### config.mk
export PLATFORM = sky130hd
export DESIGN_NAME = cicd_ledger
export DESIGN_NICKNAME = d
export VERILOG_FILES = /design/src/rtl/core/cicd_pkg.sv /design/src/rtl/core/cicd_ledger.sv
export SDC_FILE = /design/constraint.sdc
export NUM_CORES = 1
export LEC_CHECK = 0
export ABC_CLOCK_PERIOD_IN_PS = 71500
export BUFFER_PORTS_ARGS = -buffer_cell sky130_fd_sc_hd__clkbuf_2
export CORE_MARGIN = 8
export CORE_UTILIZATION = 55
export CTS_BUF_LIST = sky130_fd_sc_hd__clkbuf_16
export DETAILED_ROUTE_END_ITERATION = 8
export HOLD_SLACK_MARGIN = 0.15
export PLACE_DENSITY = 0.82
export SYNTH_ARGS = -nofsm -noshare
export SYNTH_HDL_FRONTEND = slang
export SYNTH_SLANG_ARGS = --single-unit
### constraint.sdc
create_clock -name clk -period 71.5 [get_ports clk]
set_input_delay 7.15 -clock clk [delete_from_list [all_inputs] [get_ports clk]]
set_output_delay 7.15 -clock clk [all_outputs]
set_load 0.03 [all_outputs]
### src/rtl/core/cicd_pkg.sv
// Shared types and constants for the coin inventory change dispenser.
// No dependencies; imported by every module of the block.
package cicd_pkg;

	localparam int FIELD_W = 16;
	localparam int COST_W  = 22;

	localparam logic [COST_W-1:0] TOTAL_MAX = {COST_W{1'b1}};

	// floor(2^22 / d), one correction step afterwards
	localparam logic [19:0] RECIP5  = 20'd838860;
	localparam logic [17:0] RECIP25 = 18'd167772;

	typedef enum logic [1:0] {
		ST_OK        = 2'd0,
		ST_NO_FUNDS  = 2'd1,
		ST_NO_CHANGE = 2'd2
	} status_t;

	// cost split by constant divisors
	typedef struct packed {
		logic [19:0] fifths;    // cost / 5
		logic [2:0]  rem5;      // cost % 5
		logic [17:0] quarters;  // cost / 25
	} split_t;

	typedef struct packed {
		status_t            status;
		logic [FIELD_W-1:0] quarters_paid;
		logic [FIELD_W-1:0] dimes_paid;
		logic [FIELD_W-1:0] nickels_paid;
		logic [FIELD_W-1:0] pennies_paid;
		logic [FIELD_W-1:0] quarters_held;
		logic [FIELD_W-1:0] dimes_held;
		logic [FIELD_W-1:0] nickels_held;
		logic [FIELD_W-1:0] pennies_held;
		logic [COST_W-1:0]  total_cents;
	} res_t;

endpackage

### src/rtl/core/cicd_ledger.sv
// Coin stock registers, deposit saturation and the greedy change pass.
// Depends on cicd_pkg; the cost arrives pre-split by cicd_presplit.
module cicd_ledger #(
	parameter int COUNT_BITS = 16
) (
	input  logic                     clk,
	input  logic                     arst_n,
	input  logic                     commit,
	input  logic                     command,
	input  logic [15:0]              add_quarters,
	input  logic [15:0]              add_dimes,
	input  logic [15:0]              add_nickels,
	input  logic [15:0]              add_pennies,
	input  logic [21:0]              cost_cents,
	input  cicd_pkg::split_t         split,
	output cicd_pkg::res_t           result
);
	import cicd_pkg::*;

	localparam int CB  = COUNT_BITS;
	localparam int EVW = CB + 6;
	localparam int CW  = (EVW > COST_W) ? EVW : COST_W;
	localparam int SW  = ((CB > FIELD_W) ? CB : FIELD_W) + 1;
	localparam logic [CB-1:0] CMAX = {CB{1'b1}};

	logic [CB-1:0]  q_cnt_q, d_cnt_q, n_cnt_q, p_cnt_q;
	logic [EVW-1:0] ev_q;

	logic [CB-1:0]  q_nxt, d_nxt, n_nxt, p_nxt;
	logic [CB-1:0]  q_dep, d_dep, n_dep, p_dep;
	logic [EVW-1:0] ev_nxt, ev_dep;

	logic [CW-1:0]  cost_x, ev_x, qf_x, qh_x, dh_x, nh_x, ph_x;
	logic [CW-1:0]  q_x, k1, d_x, k2, n_x, k3, owed, ev_nxt_x;
	logic           funds_ok, change_ok, paid_ok;
	status_t        status;

	function automatic logic [CB-1:0] add_sat(logic [CB-1:0] held, logic [15:0] more);
		logic [SW-1:0] s;
		s = SW'(held) + SW'(more);
		return (s > SW'(CMAX)) ? CMAX : CB'(s);
	endfunction

	function automatic logic [EVW-1:0] weigh(logic [CB-1:0] q, logic [CB-1:0] d,
			logic [CB-1:0] n, logic [CB-1:0] p);
		logic [EVW-1:0] qe, de, ne, pe;
		qe = EVW'(q);
		de = EVW'(d);
		ne = EVW'(n);
		pe = EVW'(p);
		return (qe << 4) + (qe << 3) + qe + (de << 3) + (de << 1) + (ne << 2) + ne + pe;
	endfunction

	always_comb begin
		cost_x = CW'(cost_cents);
		ev_x   = CW'(ev_q);
		qf_x   = CW'(split.quarters);
		qh_x   = CW'(q_cnt_q);
		dh_x   = CW'(d_cnt_q);
		nh_x   = CW'(n_cnt_q);
		ph_x   = CW'(p_cnt_q);

		funds_ok = ev_x >= cost_x;
		// work in five-cent units owed: quarter takes 5, dime 2, nickel 1
		q_x  = (qf_x < qh_x) ? qf_x : qh_x;
		k1   = CW'(split.fifths) - ((q_x << 2) + q_x);
		d_x  = ((k1 >> 1) < dh_x) ? (k1 >> 1) : dh_x;
		k2   = k1 - (d_x << 1);
		n_x  = (k2 < nh_x) ? k2 : nh_x;
		k3   = k2 - n_x;
		owed = (k3 << 2) + k3 + CW'(split.rem5);
		change_ok = owed <= ph_x;

		q_dep  = add_sat(q_cnt_q, add_quarters);
		d_dep  = add_sat(d_cnt_q, add_dimes);
		n_dep  = add_sat(n_cnt_q, add_nickels);
		p_dep  = add_sat(p_cnt_q, add_pennies);
		ev_dep = weigh(q_dep, d_dep, n_dep, p_dep);

		paid_ok = 1'b0;
		q_nxt   = q_cnt_q;
		d_nxt   = d_cnt_q;
		n_nxt   = n_cnt_q;
		p_nxt   = p_cnt_q;
		ev_nxt  = ev_q;
		status  = ST_OK;
		if (!command) begin
			q_nxt  = q_dep;
			d_nxt  = d_dep;
			n_nxt  = n_dep;
			p_nxt  = p_dep;
			ev_nxt = ev_dep;
		end else if (!funds_ok) begin
			status = ST_NO_FUNDS;
		end else if (!change_ok) begin
			status = ST_NO_CHANGE;
		end else begin
			paid_ok = 1'b1;
			q_nxt   = q_cnt_q - CB'(q_x);
			d_nxt   = d_cnt_q - CB'(d_x);
			n_nxt   = n_cnt_q - CB'(n_x);
			p_nxt   = p_cnt_q - CB'(owed);
			ev_nxt  = EVW'(ev_x - cost_x);
		end
		ev_nxt_x = CW'(ev_nxt);

		result.status        = status;
		result.quarters_paid = paid_ok ? 16'(q_x) : '0;
		result.dimes_paid    = paid_ok ? 16'(d_x) : '0;
		result.nickels_paid  = paid_ok ? 16'(n_x) : '0;
		result.pennies_paid  = paid_ok ? 16'(owed) : '0;
		result.quarters_held = 16'(CW'(q_nxt));
		result.dimes_held    = 16'(CW'(d_nxt));
		result.nickels_held  = 16'(CW'(n_nxt));
		result.pennies_held  = 16'(CW'(p_nxt));
		result.total_cents   = (ev_nxt_x > CW'(TOTAL_MAX)) ? TOTAL_MAX : 22'(ev_nxt_x);
	end

	always_ff @(posedge clk or negedge arst_n) begin
		if (!arst_n) begin
			q_cnt_q <= '0;
			d_cnt_q <= '0;
			n_cnt_q <= '0;
			p_cnt_q <= '0;
			ev_q    <= '0;
		end else if (commit) begin
			q_cnt_q <= q_nxt;
			d_cnt_q <= d_nxt;
			n_cnt_q <= n_nxt;
			p_cnt_q <= p_nxt;
			ev_q    <= ev_nxt;
		end
	end

endmodule

* After elaboration in Yosys (flattened, before gate mapping)
Index checks and enable logic that the tools add are counted.
Word-level totals: register bits 86, input bits 131, logic and storage cells 70
Cells by class: $add $sub $neg 22, $lt $le $gt $ge 10, mux-type cells 33
Operators with widths (number):
- $mux 16 | 20
- $mux 22 | 5
- $add 16x16->17 | 4
- $gt 17x16->1 const B | 4
- $sub 22x22->22 | 3
- $sub 16x16->16 | 4
- $add 22x16->22 | 2
- $add 21x16->22 | 1
- $add 22x17->22 | 1
- $add 22x18->22 | 1
- $add 22x19->22 | 1
- $add 22x22->22 | 1
- $add 22x3->22 | 1
- $ge 22x22->1 | 1
- $gt 22x22->1 const B | 1
- $le 22x16->1 | 1
- $lt 22x16->1 | 1
- $sub 20x21->22 | 1
- $add 20x18->21 | 1
- $add 20x19->21 | 1
- $lt 21x16->1 | 1
- $mux 21 | 1
- $lt 18x16->1 | 1
- $mux 18 | 1
- 2 further kinds | 6

* Longest topological paths before layout
word-level depth 18, depth in mapped cells 105

* Worst setup path before layout
No wires, ideal clock.
path kind input-to-output, from in split[1] (netlist bit), to out result[107] (netlist bit), arrival time 26452 ps, setup slack 37898 ps, stages 89, path buffers 13, cell sequence ha_1 > a21o_1 > a21o_1 > a21o_1 > a21o_1 > a21oi_1 > o21ai_0 > a21oi_1 > clkbuf_1 > clkbuf_1 > clkbuf_1 > clkbuf_1 > o21ai_0 > ha_1 > ha_1 > or4_1 > o221a_2 > o21ai_1 > [53 not listed] > o21bai_1 > a21oi_1 > o21ai_0 > a21boi_0 > xnor2_1 > inv_1 > ha_1 > nand4_1 > or4_1 > a21oi_1 > o21a_1 > nand4_1 > nor3b_1 > mux2i_4 > or2_2 > clkbuf_1 > clkbuf_1 > a211oi_1
RTL lines:
- start: declaration | RTL line cicd_ledger.sv:15 | input cicd_pkg::split_t split,
- end: declaration | RTL line cicd_ledger.sv:16 | output cicd_pkg::res_t result

==> results.py <==
metrics = {
    "global_routing": {
        "gr-total-overflow": 0,
        "grt_pass1_vias": 21524,
        "grt_max_degree": 87,
        "antenna_found_initial": 9,
        "grt_util_all_layers_pct": 31.93,
        "grt_pass1_wl_mm": 121.3,
    },
    "timing": {
        "rsz0062_at_grt": "no",
        "fmax_ghz": 0.02770,
        "setup_viol": 0,
        "finalMaxSlewViolations": 0,
        "tns_ns": 0,
        "maxSlewHeadroom_pct": 31.30,
        "worst_hold_slack_ns": 0.5442,
        "timing.final.crit_share_pct": 50.49,
        "period_minus_slack_ns": 36.10,
        "finalHoldViolCount": 0,
        "clock_skew_ns": 0.01095,
        "tightestPinTransition_ns": 1.024,
    },
    "clock_tree": {
        "root_buffer": "clkbuf_16",
        "clock_latency_ns": 0.37,
        "clockBufferDepth": 2,
        "clock_sink_count": 86,
        "path_clk_slew_ns": 0.07,
        "cts_setup_buffers": 0,
        "cts-hold-fix-buffers": 0,
        "numCtsBuffers": 9,
        "cts_tree": "done",
        "ctsResizeCount": 0,
        "htree_levels": 3,
    },
    "min_path": {
        "min_delay_path_depth": 1,
        "holdCritPathClass": "flip-flop to flip-flop",
        "worstHoldStart": "ev_q[9]",
        "min_to": "ev_q[9]",
    },
    "die": {
        "io_pins": 283,
        "dieWidth_um": 218.2,
        "start_util_pct": 55.34,
        "fp.dieH_um": 218.2,
        "dieArea_mm2": 0.04763,
        "rows": 74,
        "core-area_mm2": 0.04065,
    },
    "placed_design": {
        "dp_hpwl_mm": 64.42,
        "gp_congestion": 1.063,
        "io_buffers": 282,
    },
    "worst_setup_path": {
        "cpPeakStageDelay_ns": 0.85,
        "worstPathMaxFanout": 86,
        "crit_path_start_kind": "input port",
        "cp.arrival_ns": 28.95,
        "r2r_end": "n_cnt_q[13]",
        "r2r_setup_slack_ns": 48.94,
        "worstPathRequired_ns": 64.35,
        "r2r_start": "q_cnt_q[7]",
        "reg2regPathDepth": 84,
        "path_class": "input port to primary output",
        "cp_common_cell": "a21oi_1",
        "critPathSlowestCell": "buf_4",
        "cp-end-kind": "primary output",
    },
    "logic_synthesis": {
        "ys_ff_latch": 86,
        "synth_edf_count": 0,
        "yosys-top-cells-area": "ha_1 (17%), fa_1 (9.8%), dfrtp_1 (9.6%)",
        "synth_cells": 2977,
        "yosys.area.top_type": "ha_1",
        "ys_seq_area_share_pct": 9.567,
        "synth_flop_cell": "dfrtp_1",
        "netlist.area_leader.share_pct": 17.24,
        "syn_area_mm2": 0.02250,
        "yosys.cell_types.count": 98,
        "yosysMostFrequentCell": "nor2_1",
        "async_flop_share_pct": 100.0,
        "syn_area_per_cell_um2": 7.556,
        "synth_common_cells": "nor2_1 (311), ha_1 (310), a21oi_1 (302)",
        "ys_warn_count": 0,
    },
    "route": {
        "viasPerCell": 6.211,
        "ant_nets": 0,
        "finalWirelength_mm": 78.83,
        "wire_per_inst_um": 21.24,
        "vias": 23054,
        "first_iter_violations": 2484,
        "first_pass_iters": 6,
        "drc": 0,
    },
    "finish": {
        "final_nets": 3717,
        "syn_to_final_growth_pct": 9.122,
        "fillers": 3670,
        "drive_gt1_share_pct": 13.47,
    },
    "run_status": {
        "outcome": "finished clean",
    },
    "job": {
        "maxCapViolCount": 0,
    },
}
area by class of cell:
| cell class | instances | area, um^2 | share of cell area (%) |
|---|---|---|---|
| multi-input cells | 2476 | 18720 | 76.24 |
| clock buffers | 9 | 225.2 | 0.9175 |
| clock inverters | 7 | 112.6 | 0.4587 |
| diodes | 9 | 22.52 | 0.09175 |
| inverters | 293 | 1100 | 4.480 |
| well taps | 532 | 665.6 | 2.712 |
| repair buffers | 300 | 1554 | 6.331 |
| flip-flops and latches | 86 | 2152 | 8.767 |
logic make-up (layout without fill, tap and decap cells):
| logic type | count (synthesis) | in the layout | share of synthesized area [%] |
|---|---|---|---|
| XOR/XNOR | 188 | 188 | 7.759 |
| adder cells (fa/ha/maj) | 431 | 431 | 27.54 |
| multiplexers | 103 | 103 | 5.011 |
| buffers and inverters | 417 | 609 | 7.331 |
| AND/OR/NAND/NOR | 855 | 855 | 17.40 |
| AO/OA/AOI/OAI | 895 | 895 | 25.36 |
| flip-flops | 86 | 86 | 9.567 |
| other | 2 | 13 | 0.03338 |
state kept, by name, indices dropped and copies added (netlist names):
name / cells
ev_q: 22
d_cnt_q: 16
q_cnt_q: 16
p_cnt_q: 16
n_cnt_q: 16
layer usage:
| layer | GRT usage [%] | vias up | share of wire (%) |
|---|---|---|---|
| met5 | 0 | - | 0.010 |
| met4 | 18.36 | 2 | 5.8 |
| met3 | 6.069 | 216 | 11 |
| met2 | 48.14 | 1257 | 43 |
| met1 | 42.32 | 10723 | 41 |
| li1 | - | 10856 | - |
placed cells by master (no fill, tap or decap), types with 38 or more instances in the layout:
| cell | instances |
|---|---|
| clkbuf_2 | 279 |
| o21bai_1 | 53 |
| ha_1 | 310 |
| inv_1 | 282 |
| nand2_1 | 245 |
| a21o_1 | 53 |
| xnor2_1 | 132 |
| xor2_1 | 47 |
| fa_1 | 110 |
| a21oi_1 | 301 |
| o21ai_0 | 180 |
| nor2_1 | 310 |
| mux2_2 | 63 |
| nor2b_1 | 43 |
| nor3_1 | 49 |
| o21a_1 | 40 |
| nand3_1 | 43 |
| mux2i_1 | 38 |
| nand2b_1 | 51 |
| dfrtp_1 | 86 |
worst max-delay path by stage:
| stage | from | cells past startpoint | end | slack [ns] |
|---|---|---|---|---|
| after floorplan | split[1] | 89 | result[107] | 37.90 |
| after global placement | split[1] | 91 | result[52] | 36.38 |
| after detailed placement | split[1] | 91 | result[52] | 35.90 |
| after CTS | split[1] | 91 | result[52] | 35.80 |
| after global routing | split[1] | 91 | result[52] | 33.61 |
| final | split[1] | 91 | result[52] | 35.40 |
stage by stage:
step | utilization (%) | cell area, um^2 | instances | setup WS [ns]
final | 60.39 | 24550 | 3712 | 35.40
after global routing | 60.38 | 24540 | 3710 | 33.61
after CTS | 60.34 | 24520 | 3703 | 35.80
after detailed placement | 59.51 | 24190 | 3687 | 35.90
after global placement | 59.51 | 24190 | 3687 | 36.38
after floorplan | - | 22500 | 2979 | 37.90
critical path: cells and delay by family:
| kind | cells | cell delay (ns) |
|---|---|---|
| AO/OA/AOI/OAI | 47 | 10.09 |
| AND/OR/NAND/NOR | 21 | 4.75 |
| XOR/XNOR | 4 | 0.76 |
| multiplexers | 1 | 0.15 |
| buffers and inverters | 8 | 3.00 |
| adder cells (fa/ha/maj) | 10 | 2.96 |
Power is left out: the tool's default activity adds up to more than one toggle a clock period on the data nets, which glitch-free logic cannot reach.
